File: config.mk
export PLATFORM = sky130hd
export DESIGN_NAME = block_rms_normalize_flat
export DESIGN_NICKNAME = d
export VERILOG_FILES = /design/src/sv/brn_pkg.sv /design/src/sv/brn_req_if.sv /design/src/sv/brn_rsp_if.sv /design/src/sv/block_rms_normalize.sv /design/src/flat_wrapper.sv
export VERILOG_INCLUDE_DIRS = /design/src /design/src/sv
export SDC_FILE = /design/constraint.sdc
export NUM_CORES = 2
export LEC_CHECK = 0
export BUFFER_PORTS_ARGS = -buffer_cell sky130_fd_sc_hd__buf_4
export CORE_MARGIN = 8
export CORE_UTILIZATION = 40
export CTS_CLUSTER_SIZE = 20
export DETAILED_ROUTE_END_ITERATION = 6
export PLACE_DENSITY_LB_ADDON = 0.25
export SLEW_MARGIN = 20
export SYNTH_ARGS = -nofsm -noshare
export SYNTH_HDL_FRONTEND = slang
export SYNTH_SLANG_ARGS = --single-unit
File: constraint.sdc
create_clock -name clock -period 11.05 [get_ports clock]
set_input_delay 3.315 -clock clock [delete_from_list [all_inputs] [get_ports clock]]
set_output_delay 3.315 -clock clock [all_outputs]
set_load 0.005 [all_outputs]
File: src/sv/block_rms_normalize_assert.svh
// Assertion macros for the block RMS normalizer.
`ifndef BLOCK_RMS_NORMALIZE_ASSERT_SVH
`define BLOCK_RMS_NORMALIZE_ASSERT_SVH

// condition holds at every clock edge out of reset
`define BRN_ASSERT_ALWAYS(lbl, clk, rst, cond) \
   lbl: assert property (@(posedge clk) disable iff (rst) (cond)) \
      else $error("brn assertion failed");

// consequent holds in the same cycle as the antecedent
`define BRN_ASSERT_IMPL(lbl, clk, rst, ante, cons) \
   lbl: assert property (@(posedge clk) disable iff (rst) (ante) |-> (cons)) \
      else $error("brn assertion failed");

// consequent holds in the cycle after the antecedent
`define BRN_ASSERT_NEXT(lbl, clk, rst, ante, cons) \
   lbl: assert property (@(posedge clk) disable iff (rst) (ante) |=> (cons)) \
      else $error("brn assertion failed");

`endif

File: src/sv/brn_pkg.sv
// Shared types and constants of the block RMS normalizer.
package brn_pkg;

   localparam int DEGREE_W    = 3;
   localparam int FLOOR_W     = 16;
   localparam int CSR_IDX_W   = 1;
   localparam int CSR_DATA_W  = 16;
   localparam int SUM_W       = 40;
   localparam int MEAN_SHIFT  = 16;
   localparam int MEAN_W      = SUM_W + MEAN_SHIFT;
   localparam int ROOT_W      = MEAN_W / 2;
   localparam int ROUND_SHIFT = 8;
   localparam int RMS_SHIFT   = 8;
   localparam int Q_ONE       = 4096;

   localparam logic [CSR_IDX_W-1:0] CSR_SCALE_ENABLE = 1'b0;
   localparam logic [CSR_IDX_W-1:0] CSR_RMS_FLOOR    = 1'b1;

   typedef enum logic [3:0] {
      ST_IDLE,
      ST_ACC,
      ST_LOAD,
      ST_MEAN,
      ST_SQLOAD,
      ST_SQRT,
      ST_CHECK,
      ST_READ,
      ST_MUL,
      ST_NUM,
      ST_DIV,
      ST_EMIT
   } brn_state_type;

endpackage

File: src/sv/brn_req_if.sv
// Sample input channel of the block RMS normalizer.
interface brn_req_if #(
   parameter int SAMPLE_WIDTH = 16
) ();
   logic                               valid;
   logic                               ready;
   logic signed [SAMPLE_WIDTH-1:0]     sample;
   logic signed [SAMPLE_WIDTH-1:0]     block_scale;
   logic [brn_pkg::DEGREE_W-1:0]       block_degree;

   modport source (output valid, sample, block_scale, block_degree, input ready);
   modport sink   (input valid, sample, block_scale, block_degree, output ready);
endinterface

File: src/sv/brn_rsp_if.sv
// Normalized result channel of the block RMS normalizer.
interface brn_rsp_if #(
   parameter int SAMPLE_WIDTH = 16
) ();
   logic                           valid;
   logic                           ready;
   logic signed [SAMPLE_WIDTH-1:0] out_sample;
   logic                           last_of_block;
   logic                           zero_rms;

   modport source (output valid, out_sample, last_of_block, zero_rms, input ready);
   modport sink   (input valid, out_sample, last_of_block, zero_rms, output ready);
endinterface

File: src/sv/block_rms_normalize.sv
// Block RMS normalizer top level: sample store, sum of squares, shared divider, sqrt.
// Non-final sample: store and square, then accumulate; the next sample waits until both are done.
// Final sample: 56-step mean divider, then 28-step root; then each result passes read, multiply,
// numerator load and the bit-serial divider; zero results go straight to emission.
// Results leave through an output register; the next block loads while the last one waits.
// Reset (synchronous): empties the block, clears the sum and control registers; datapath and store contents undefined.
`include "block_rms_normalize_assert.svh"

module block_rms_normalize #(
   parameter int MAX_DEGREE   = 7,
   parameter int SAMPLE_WIDTH = 16
) (
   input  logic                               clock,
   input  logic                               reset,
   brn_req_if.sink                            req_chan,
   brn_rsp_if.source                          rsp_chan,
   input  logic                               csr_write_enable,
   input  logic [brn_pkg::CSR_IDX_W-1:0]      csr_index,
   input  logic [brn_pkg::CSR_DATA_W-1:0]     csr_write_data
);

   localparam int SW      = SAMPLE_WIDTH;
   localparam int DEPTH   = 2 * MAX_DEGREE + 1;
   localparam int AW      = (DEPTH > 1) ? $clog2(DEPTH) : 1;
   localparam int CW      = $clog2(DEPTH + 1);
   localparam int SUM_W   = brn_pkg::SUM_W;
   localparam int MEAN_W  = brn_pkg::MEAN_W;
   localparam int ROOT_W  = brn_pkg::ROOT_W;
   localparam int NUM_W   = 2 * SW + brn_pkg::ROUND_SHIFT;
   localparam int DIV_N   = (NUM_W > MEAN_W) ? NUM_W : MEAN_W;
   localparam int STEP_W  = $clog2(DIV_N + 1);
   localparam logic [DIV_N-1:0] NEG_LIM = DIV_N'(1) << (SW - 1);
   localparam logic [SW-1:0]    UNITY   = SW'(brn_pkg::Q_ONE);

   function automatic logic [SW-1:0] mag_of(input logic [SW-1:0] v);
      mag_of = v[SW-1] ? (~v + 1'b1) : v;
   endfunction

   // control
   brn_pkg::brn_state_type state_ff, state_in;
   logic [CW-1:0]          count_ff, count_in;
   logic [SUM_W-1:0]       sum_ff, sum_in;
   logic                   end_ff, end_in;
   logic [CW-1:0]          d_ff, d_in;
   logic [AW-1:0]          k_ff, k_in;
   logic [STEP_W-1:0]      step_ff, step_in;
   logic                   rsp_valid_ff, rsp_valid_in;
   logic                   scale_enable_ff, scale_enable_in;
   logic [brn_pkg::FLOOR_W-1:0] rms_floor_ff, rms_floor_in;
   logic [SW-1:0]          held_scale_ff, held_scale_in;

   // datapath
   logic [2*SW-1:0]        sq_ff, sq_in;
   logic [DIV_N-1:0]       dv_num_ff, dv_num_in;
   logic [ROOT_W-1:0]      dv_rem_ff, dv_rem_in;
   logic [DIV_N-1:0]       dv_quo_ff, dv_quo_in;
   logic [ROOT_W-1:0]      dv_den_ff, dv_den_in;
   logic [MEAN_W-1:0]      sr_rad_ff, sr_rad_in;
   logic [ROOT_W:0]        sr_rem_ff, sr_rem_in;
   logic [ROOT_W-1:0]      sr_root_ff, sr_root_in;
   logic [ROOT_W-1:0]      q_ff, q_in;
   logic                   zero_ff, zero_in;
   logic [SW-1:0]          smag_ff, smag_in;
   logic                   sneg_ff, sneg_in;
   logic [2*SW-1:0]        prod_ff, prod_in;
   logic                   xneg_ff, xneg_in;
   logic [SW-1:0]          out_sample_ff, out_sample_in;
   logic                   out_last_ff, out_last_in;
   logic                   out_zero_ff, out_zero_in;

   // element store
   logic [SW-1:0]          mem [DEPTH];
   logic [SW-1:0]          rd_data_ff;

   // combinational helpers
   logic                   req_fire;
   logic                   emit_go;
   logic                   last_k;
   int                     deg_c;
   logic [CW-1:0]          need;
   logic [CW-1:0]          count_inc;
   logic [SW-1:0]          xmag_in;
   logic [SW-1:0]          xmag_rd;
   logic [SW-1:0]          s_sel;
   logic [ROOT_W:0]        dv_sh;
   logic                   dv_ge;
   logic [ROOT_W:0]        dv_diff;
   logic [ROOT_W+2:0]      sr_sh;
   logic [ROOT_W+2:0]      sr_trial;
   logic                   sr_ge;
   logic [ROOT_W+2:0]      sr_diff;
   logic [NUM_W-1:0]       num_val;
   logic [SW-1:0]          sat_val;

   // assertion helpers
   logic [63:0]            chk_root;
   logic [63:0]            chk_mean;
   logic                   root_ok;
   logic                   block_clear;

   assign req_chan.ready         = (state_ff == brn_pkg::ST_IDLE);
   assign req_fire               = req_chan.valid && req_chan.ready;
   assign emit_go                = (state_ff == brn_pkg::ST_EMIT) &&
                                   (!rsp_valid_ff || rsp_chan.ready);
   assign last_k                 = (CW'(k_ff) == (d_ff - 1'b1));
   assign rsp_chan.valid         = rsp_valid_ff;
   assign rsp_chan.out_sample    = out_sample_ff;
   assign rsp_chan.last_of_block = out_last_ff;
   assign rsp_chan.zero_rms      = out_zero_ff;

   always_comb begin
      deg_c     = (int'(req_chan.block_degree) > MAX_DEGREE) ?
                  MAX_DEGREE : int'(req_chan.block_degree);
      need      = CW'(2 * deg_c + 1);
      count_inc = count_ff + 1'b1;
      xmag_in   = mag_of(req_chan.sample);
      xmag_rd   = mag_of(rd_data_ff);
      s_sel     = scale_enable_ff ? held_scale_ff : UNITY;

      // restoring divider step
      dv_sh   = {dv_rem_ff, dv_num_ff[DIV_N-1]};
      dv_ge   = (dv_sh >= {1'b0, dv_den_ff});
      dv_diff = dv_sh - {1'b0, dv_den_ff};

      // digit-by-digit root step, two radicand bits per step
      sr_sh    = {sr_rem_ff, sr_rad_ff[MEAN_W-1 -: 2]};
      sr_trial = {1'b0, sr_root_ff, 2'b01};
      sr_ge    = (sr_sh >= sr_trial);
      sr_diff  = sr_sh - sr_trial;

      num_val = {prod_ff, {brn_pkg::ROUND_SHIFT{1'b0}}} + NUM_W'(q_ff >> 1);

      if (sneg_ff != xneg_ff) begin
         sat_val = (dv_quo_ff >= NEG_LIM) ? NEG_LIM[SW-1:0] : (~dv_quo_ff[SW-1:0] + 1'b1);
      end else begin
         sat_val = (dv_quo_ff >= NEG_LIM) ? ~NEG_LIM[SW-1:0] : dv_quo_ff[SW-1:0];
      end

      state_in        = state_ff;
      count_in        = count_ff;
      sum_in          = sum_ff;
      end_in          = end_ff;
      d_in            = d_ff;
      k_in            = k_ff;
      step_in         = step_ff;
      scale_enable_in = scale_enable_ff;
      rms_floor_in    = rms_floor_ff;
      held_scale_in   = held_scale_ff;
      sq_in           = sq_ff;
      dv_num_in       = dv_num_ff;
      dv_rem_in       = dv_rem_ff;
      dv_quo_in       = dv_quo_ff;
      dv_den_in       = dv_den_ff;
      sr_rad_in       = sr_rad_ff;
      sr_rem_in       = sr_rem_ff;
      sr_root_in      = sr_root_ff;
      q_in            = q_ff;
      zero_in         = zero_ff;
      smag_in         = smag_ff;
      sneg_in         = sneg_ff;
      prod_in         = prod_ff;
      xneg_in         = xneg_ff;
      out_sample_in   = out_sample_ff;
      out_last_in     = out_last_ff;
      out_zero_in     = out_zero_ff;
      rsp_valid_in    = rsp_chan.ready ? 1'b0 : rsp_valid_ff;

      if (csr_write_enable) begin
         unique case (csr_index)
            brn_pkg::CSR_SCALE_ENABLE: scale_enable_in = csr_write_data[0];
            brn_pkg::CSR_RMS_FLOOR:    rms_floor_in    = csr_write_data;
         endcase
      end

      unique case (state_ff)
         brn_pkg::ST_IDLE: begin
            if (req_fire) begin
               if (count_ff == '0) begin
                  held_scale_in = req_chan.block_scale;
               end
               sq_in    = xmag_in * xmag_in;
               end_in   = (count_inc >= need);
               count_in = count_inc;
               state_in = brn_pkg::ST_ACC;
            end
         end
         brn_pkg::ST_ACC: begin
            sum_in   = sum_ff + SUM_W'(sq_ff);
            state_in = end_ff ? brn_pkg::ST_LOAD : brn_pkg::ST_IDLE;
         end
         brn_pkg::ST_LOAD: begin
            dv_num_in = DIV_N'({sum_ff, {brn_pkg::MEAN_SHIFT{1'b0}}}) << (DIV_N - MEAN_W);
            dv_rem_in = '0;
            dv_quo_in = '0;
            dv_den_in = ROOT_W'(count_ff);
            step_in   = STEP_W'(MEAN_W);
            d_in      = count_ff;
            count_in  = '0;
            sum_in    = '0;
            state_in  = brn_pkg::ST_MEAN;
         end
         brn_pkg::ST_MEAN: begin
            dv_rem_in = dv_ge ? dv_diff[ROOT_W-1:0] : dv_sh[ROOT_W-1:0];
            dv_quo_in = {dv_quo_ff[DIV_N-2:0], dv_ge};
            dv_num_in = dv_num_ff << 1;
            step_in   = step_ff - 1'b1;
            if (step_ff == STEP_W'(1)) begin
               state_in = brn_pkg::ST_SQLOAD;
            end
         end
         brn_pkg::ST_SQLOAD: begin
            sr_rad_in  = dv_quo_ff[MEAN_W-1:0];
            sr_rem_in  = '0;
            sr_root_in = '0;
            step_in    = STEP_W'(ROOT_W);
            state_in   = brn_pkg::ST_SQRT;
         end
         brn_pkg::ST_SQRT: begin
            sr_rem_in  = sr_ge ? sr_diff[ROOT_W:0] : sr_sh[ROOT_W:0];
            sr_root_in = {sr_root_ff[ROOT_W-2:0], sr_ge};
            sr_rad_in  = sr_rad_ff << 2;
            step_in    = step_ff - 1'b1;
            if (step_ff == STEP_W'(1)) begin
               state_in = brn_pkg::ST_CHECK;
            end
         end
         brn_pkg::ST_CHECK: begin
            q_in     = sr_root_ff;
            zero_in  = ((sr_root_ff >> brn_pkg::RMS_SHIFT) <= ROOT_W'(rms_floor_ff));
            smag_in  = mag_of(s_sel);
            sneg_in  = s_sel[SW-1];
            k_in     = '0;
            state_in = ((sr_root_ff >> brn_pkg::RMS_SHIFT) <= ROOT_W'(rms_floor_ff)) ?
                       brn_pkg::ST_EMIT : brn_pkg::ST_READ;
         end
         brn_pkg::ST_READ: begin
            state_in = brn_pkg::ST_MUL;
         end
         brn_pkg::ST_MUL: begin
            prod_in  = smag_ff * xmag_rd;
            xneg_in  = rd_data_ff[SW-1];
            state_in = brn_pkg::ST_NUM;
         end
         brn_pkg::ST_NUM: begin
            dv_num_in = DIV_N'(num_val) << (DIV_N - NUM_W);
            dv_rem_in = '0;
            dv_quo_in = '0;
            dv_den_in = q_ff;
            step_in   = STEP_W'(NUM_W);
            state_in  = brn_pkg::ST_DIV;
         end
         brn_pkg::ST_DIV: begin
            dv_rem_in = dv_ge ? dv_diff[ROOT_W-1:0] : dv_sh[ROOT_W-1:0];
            dv_quo_in = {dv_quo_ff[DIV_N-2:0], dv_ge};
            dv_num_in = dv_num_ff << 1;
            step_in   = step_ff - 1'b1;
            if (step_ff == STEP_W'(1)) begin
               state_in = brn_pkg::ST_EMIT;
            end
         end
         brn_pkg::ST_EMIT: begin
            if (emit_go) begin
               out_sample_in = zero_ff ? '0 : sat_val;
               out_last_in   = last_k;
               out_zero_in   = zero_ff;
               rsp_valid_in  = 1'b1;
               k_in          = k_ff + 1'b1;
               if (last_k) begin
                  state_in = brn_pkg::ST_IDLE;
               end else begin
                  state_in = zero_ff ? brn_pkg::ST_EMIT : brn_pkg::ST_READ;
               end
            end
         end
         default: begin
            state_in = brn_pkg::ST_IDLE;
         end
      endcase
   end

   always_ff @(posedge clock) begin
      if (reset) begin
         state_ff        <= brn_pkg::ST_IDLE;
         count_ff        <= '0;
         sum_ff          <= '0;
         end_ff          <= 1'b0;
         d_ff            <= '0;
         k_ff            <= '0;
         step_ff         <= '0;
         rsp_valid_ff    <= 1'b0;
         scale_enable_ff <= 1'b1;
         rms_floor_ff    <= '0;
         held_scale_ff   <= '0;
      end else begin
         state_ff        <= state_in;
         count_ff        <= count_in;
         sum_ff          <= sum_in;
         end_ff          <= end_in;
         d_ff            <= d_in;
         k_ff            <= k_in;
         step_ff         <= step_in;
         rsp_valid_ff    <= rsp_valid_in;
         scale_enable_ff <= scale_enable_in;
         rms_floor_ff    <= rms_floor_in;
         held_scale_ff   <= held_scale_in;
      end
   end

   always_ff @(posedge clock) begin
      sq_ff         <= sq_in;
      dv_num_ff     <= dv_num_in;
      dv_rem_ff     <= dv_rem_in;
      dv_quo_ff     <= dv_quo_in;
      dv_den_ff     <= dv_den_in;
      sr_rad_ff     <= sr_rad_in;
      sr_rem_ff     <= sr_rem_in;
      sr_root_ff    <= sr_root_in;
      q_ff          <= q_in;
      zero_ff       <= zero_in;
      smag_ff       <= smag_in;
      sneg_ff       <= sneg_in;
      prod_ff       <= prod_in;
      xneg_ff       <= xneg_in;
      out_sample_ff <= out_sample_in;
      out_last_ff   <= out_last_in;
      out_zero_ff   <= out_zero_in;
   end

   // element store: written on accept, read registered during emission
   always_ff @(posedge clock) begin
      if (req_fire) begin
         mem[count_ff[AW-1:0]] <= req_chan.sample;
      end
      rd_data_ff <= mem[k_ff];
   end

   assign chk_root    = 64'(sr_root_ff);
   assign chk_mean    = 64'(dv_quo_ff[MEAN_W-1:0]);
   assign root_ok     = (chk_root * chk_root <= chk_mean) &&
                        ((chk_root + 64'd1) * (chk_root + 64'd1) > chk_mean);
   assign block_clear = (state_ff == brn_pkg::ST_IDLE) && (count_ff == '0) && (sum_ff == '0);

   `BRN_ASSERT_ALWAYS(a_count_range, clock, reset, count_ff <= CW'(DEPTH))
   `BRN_ASSERT_IMPL(a_root_floor, clock, reset, state_ff == brn_pkg::ST_CHECK, root_ok)
   `BRN_ASSERT_IMPL(a_zero_out, clock, reset, rsp_valid_ff && out_zero_ff, out_sample_ff == '0)
   `BRN_ASSERT_NEXT(a_block_done, clock, reset, emit_go && last_k, block_clear)

endmodule

File: src/flat_wrapper.sv
// flat-port wrapper written by rule: the top's interface ports become plain ports
module block_rms_normalize_flat 
#(
   parameter int MAX_DEGREE   = 7,
   parameter int SAMPLE_WIDTH = 16
)
  (clock, reset, csr_write_enable, csr_index, csr_write_data, req_chan_valid, req_chan_sample, req_chan_block_scale, req_chan_block_degree, req_chan_ready, rsp_chan_valid, rsp_chan_out_sample, rsp_chan_last_of_block, rsp_chan_zero_rms, rsp_chan_ready);
  brn_req_if #(.SAMPLE_WIDTH(SAMPLE_WIDTH)) req_chan_i ();
  brn_rsp_if #(.SAMPLE_WIDTH(SAMPLE_WIDTH)) rsp_chan_i ();
  input  logic clock;
  input  logic reset;
  input  logic csr_write_enable;
  input  logic [brn_pkg::CSR_IDX_W-1:0] csr_index;
  input  logic [brn_pkg::CSR_DATA_W-1:0] csr_write_data;
  input wire logic [$bits(req_chan_i.valid)-1:0] req_chan_valid;
  input wire logic [$bits(req_chan_i.sample)-1:0] req_chan_sample;
  input wire logic [$bits(req_chan_i.block_scale)-1:0] req_chan_block_scale;
  input wire logic [$bits(req_chan_i.block_degree)-1:0] req_chan_block_degree;
  output wire logic [$bits(req_chan_i.ready)-1:0] req_chan_ready;
  output wire logic [$bits(rsp_chan_i.valid)-1:0] rsp_chan_valid;
  output wire logic [$bits(rsp_chan_i.out_sample)-1:0] rsp_chan_out_sample;
  output wire logic [$bits(rsp_chan_i.last_of_block)-1:0] rsp_chan_last_of_block;
  output wire logic [$bits(rsp_chan_i.zero_rms)-1:0] rsp_chan_zero_rms;
  input wire logic [$bits(rsp_chan_i.ready)-1:0] rsp_chan_ready;
  assign req_chan_i.valid = req_chan_valid;
  assign req_chan_i.sample = req_chan_sample;
  assign req_chan_i.block_scale = req_chan_block_scale;
  assign req_chan_i.block_degree = req_chan_block_degree;
  assign req_chan_ready = req_chan_i.ready;
  assign rsp_chan_valid = rsp_chan_i.valid;
  assign rsp_chan_out_sample = rsp_chan_i.out_sample;
  assign rsp_chan_last_of_block = rsp_chan_i.last_of_block;
  assign rsp_chan_zero_rms = rsp_chan_i.zero_rms;
  assign rsp_chan_i.ready = rsp_chan_ready;
  block_rms_normalize #(.MAX_DEGREE(MAX_DEGREE), .SAMPLE_WIDTH(SAMPLE_WIDTH)) u_core (.clock(clock), .reset(reset), .req_chan(req_chan_i), .rsp_chan(rsp_chan_i), .csr_write_enable(csr_write_enable), .csr_index(csr_index), .csr_write_data(csr_write_data));
endmodule
==> results.tsv <==
stage	metric	value	unit
clocking	Hold Buf Count CTS	0	
clocking	TritonCTS sink count	746	
clocking	htree depth	3	
run	Max Cap Violations	0	
sta	Final Hold Slack	0.441	ns
sta	slew at the pin closest to its max-slew limit	1.08	ns
sta	Worst Clk Skew	0.0352	ns
logic_synthesis	number of flops mapped to enable cells by yosys	633	
sta	final-report setup violation count	0	
logic_synthesis	combinational family with the most area after synthesis	adder cells	
detailed_routing	Starting DRT DRC Count	2263	
setup_path	endpoint required time on the critical path	11.47	ns
global_routing	maximum number of pins on one net before global-route repair	85	
hold_path	Hold/Removal Path Class	flop to flop	
logic_synthesis	portion of netlist area occupied by mux cells	4.12	%
die	Top-Level Pins	77	
die	Die Height	374	um
setup_path	Worst Reg-to-Reg Cells	23	
die	Horiz. Die Dim	374	um
logic_synthesis	fraction of registers with async set/reset	0	%
cells_and_area	ratio of cells with drive above 1 in the final layout	9.23	%
detailed_routing	final wirelength	123000	um
setup_path	data arrival time of the critical path	10.86	ns
detailed_routing	per-cell via count in the routed design	5.18	
hold_path	Hold Crit Depth	0	
cells_and_area	count of nets after finishing	5638	
setup_path	capturing element type of the critical path	flop	
die	Placement Rows	131	
global_routing	remaining global-route overflow	0	
logic_synthesis	synthesized cell area	51300	um^2
placed_design	port bufs	76	
logic_synthesis	main area contributors after synthesis	edfxtp_1 37%, fa_1 14%, ha_1 8.3%	
logic_synthesis	cell taking the most area after synthesis	edfxtp_1	
die	core area	127000	um^2
hold_path	worst hold start	u_core.sr_root_ff[0]	
detailed_routing	vias	34300	
clocking	worst skew pair latency	0.70	ns
clocking	CTS Root Cell	clkbuf_16	
setup_path	reg-to-reg endpoint	u_core.prod_ff[31]	
placed_design	half-perimeter wire length after detailed placement	88100	um
die	starting density of the core	40.3	%
clocking	TritonCTS Buffers	84	
detailed_routing	drt pass-1 iters	5	
hold_path	Endpoint, Worst Hold	u_core.q_ff[0]	
clocking	Gates resized, CTS repair	0	
clocking	clock-pin slew reported for the worst setup and hold paths after clock tree synthesis	0.06	ns
logic_synthesis	cell count after synthesis	4765	
setup_path	type of element launching the critical path	input port	
cells_and_area	synth-to-layout area growth	11.7	%
sta	final worst-path cycle share	94.5	%
logic_synthesis	number of synthesized register bits	746	
logic_synthesis	count of unique library cells instantiated by Yosys	84	
run_status	outcome	finished clean	
setup_path	category of the most critical setup path	input port to flop	
sta	setup repair after global routing missed its margin	no	
die	area of the die	140000	um^2
global_routing	vias in the first global route	34900	
cells_and_area	fillcell total	11800	
sta	final critical delay including setup and external delays	10.44	ns
logic_synthesis	Synth Area in Simple Gates	13.5	%
logic_synthesis	most common cell in the netlist	edfxtp_1	
setup_path	R2R Setup Slk	2.11	ns
logic_synthesis	parity-gate share of the synthesized area counting xor and xnor cells	3.61	%
sta	max-slew violation count	0	
detailed_routing	routed wire length per instance	18.5	um
global_routing	global-route wire length before repair	197000	um
logic_synthesis	complex-gate fraction of the synthesized area	8.98	%
clocking	CTS tree	built	
logic_synthesis	Synth top area share	37.1	%
detailed_routing	DRC violations left	0	
global_routing	overall track demand over capacity in global routing	17.5	%
sta	Hold Vio Cnt, Final	0	
sta	f_max	95.8	MHz
global_routing	antenna violations before repair	3	
clocking	Clock Tree Buf Depth	3	
logic_synthesis	number of warning messages in the yosys log	0	
logic_synthesis	Seq/Total Area, Yosys	41.5	%
clocking	# Post-CTS Setup Buffers	0	
logic_synthesis	ranking of synthesized cells by instance count	633 x edfxtp_1, 611 x inv_1, 600 x nand2_1, 361 x fa_1, 340 x ha_1	
setup_path	crit-path max FO	3	
detailed_routing	remaining antenna violation count after routing	0	
logic_synthesis	area share of fa/ha/maj cells after synthesis	22.4	%
sta	max-slew headroom at the worst pin	26.0	%
setup_path	startpoint of the worst-slack reg-to-reg timing path	u_core.rd_data_ff[3]	
logic_synthesis	prevailing post-synth register cell	edfxtp_1	
logic_synthesis	average cell area after synthesis	10.8	um^2
placed_design	final weighted congestion of routability-driven global placement	0.881	
## cell families (layout without fill, tap and decap cells)
logic type,after synthesis,in the layout
buffers and inverters,793,969
AOI/OAI and AO/OA,712,712
other,2,12
muxes,131,131
adders and majority gates,701,701
xor gates and xnor gates,211,211
DFF,746,746
and+or+nand+nor,1469,1469
## routing by layer
layer | up-vias | track usage [%] | part of all wire, %
li1 | 16500 | - | -
met1 | 16900 | 24.7 | 47
met2 | 671 | 28.4 | 46
met3 | 156 | 2.45 | 4.4
met4 | 0 | 4.31 | 2.2
met5 | - | 0 | 0
## worst max path at each step
| stage | from | to | slack [ns] | cells after the start |
|---|---|---|---|---|
| after detailed placement | req_chan_sample[6] | u_core.sq_ff[31] | -0.17 | 27 |
| after floorplan | req_chan_sample[0] | u_core.sq_ff[31] | 0.05 | 26 |
| final | req_chan_sample[0] | u_core.sq_ff[31] | 0.61 | 26 |
| after global placement | req_chan_sample[6] | u_core.sq_ff[31] | -0.11 | 27 |
| after global routing | req_chan_sample[6] | u_core.sq_ff[31] | 0.14 | 27 |
| after CTS | req_chan_sample[6] | u_core.sq_ff[31] | 0.56 | 27 |
## layout make-up
cell class | count | area [um^2] | area share (%)
clock buffer | 110 | 2260 | 3.95
tap | 1662 | 2080 | 3.63
multi-input combinational | 3235 | 27200 | 47.5
antenna | 1 | 2.50 | 0.00437
timing repair buffer | 191 | 1450 | 2.53
sequential | 746 | 21300 | 37.2
clock inverter | 46 | 666 | 1.16
inverter | 622 | 2330 | 4.08
## cells in the final DEF, fill, tap and decap left out, drive strengths merged, types with 31 or more instances in the layout
cell type  Yosys  routed
a21o          74      74
a21oi        205     205
a22oi         41      41
and2         228     228
buf           16     191
clkbuf       155     110
clkinv         6      33
dfxtp        113     113
edfxtp       633     633
fa           361     361
ha           340     340
inv          616     619
mux2i         66      66
mux4          64      64
nand2        600     600
nand2b        35      35
nand3         62      62
nor2         292     292
nor2b         31      31
nor3          57      57
o21ai        140     140
or3           31      31
xnor2        146     146
xor2          65      65
## sequential cells by signal, indices dropped and copies added (netlist names), 4 cells and up
| name | count |
|---|---|
| u_core.rd_data_ff | 16 |
| u_core.smag_ff | 16 |
| u_core.sr_root_ff | 28 |
| u_core.mem | 240 |
| u_core.d_ff | 4 |
| u_core.state_ff | 4 |
| u_core.dv_den_ff | 28 |
| u_core.q_ff | 28 |
| u_core.step_ff | 6 |
| u_core.dv_num_ff | 40 |
| u_core.sum_ff | 40 |
| u_core.rsp_chan.out_sample | 16 |
| u_core.sr_rad_ff | 56 |
| u_core.sr_rem_ff | 29 |
| u_core.k_ff | 4 |
| u_core.sq_ff | 31 |
| u_core.dv_quo_ff | 56 |
| u_core.count_ff | 4 |
| u_core.held_scale_ff | 16 |
| u_core.prod_ff | 32 |
| u_core.rms_floor_ff | 16 |
| u_core.dv_rem_ff | 28 |
## through the flow
step / TNS [ns] / util (%) / instance area [um^2] / cells / setup WS (ns)
after global routing: 0 / 44.9 / 57200 / 6612 / 0.142
final: 0 / 44.9 / 57200 / 6613 / 0.613
after detailed placement: -0.170 / 42.6 / 54300 / 6456 / -0.170
after CTS: 0 / 44.9 / 57200 / 6612 / 0.561
after global placement: -0.109 / 42.6 / 54300 / 6456 / -0.109
after floorplan: 0 / - / 51300 / 4774 / 0.0452
## critical path, stage by stage
cell and delay [ns]:
buf_4 0.13, or4_1 0.55, or3_1 0.42, o41ai_2 0.32
xor2_2 0.25, inv_2 0.08, nand2_1 0.12, inv_1 0.06
fa_1 0.47, fa_1 0.53, fa_1 0.53, fa_1 0.53
fa_1 0.57, inv_1 0.07, fa_1 0.53, inv_1 0.04
ha_1 0.30, a21o_1 0.20, a21o_1 0.20, a2111oi_0 0.35
a31oi_1 0.19, o21a_1 0.22, a311o_1 0.38, a31o_2 0.25
a21oi_1 0.17, xnor2_1 0.08
Power is not shown: default switching activity piles up to over one toggle a cycle in this logic, so the estimate is an artifact.
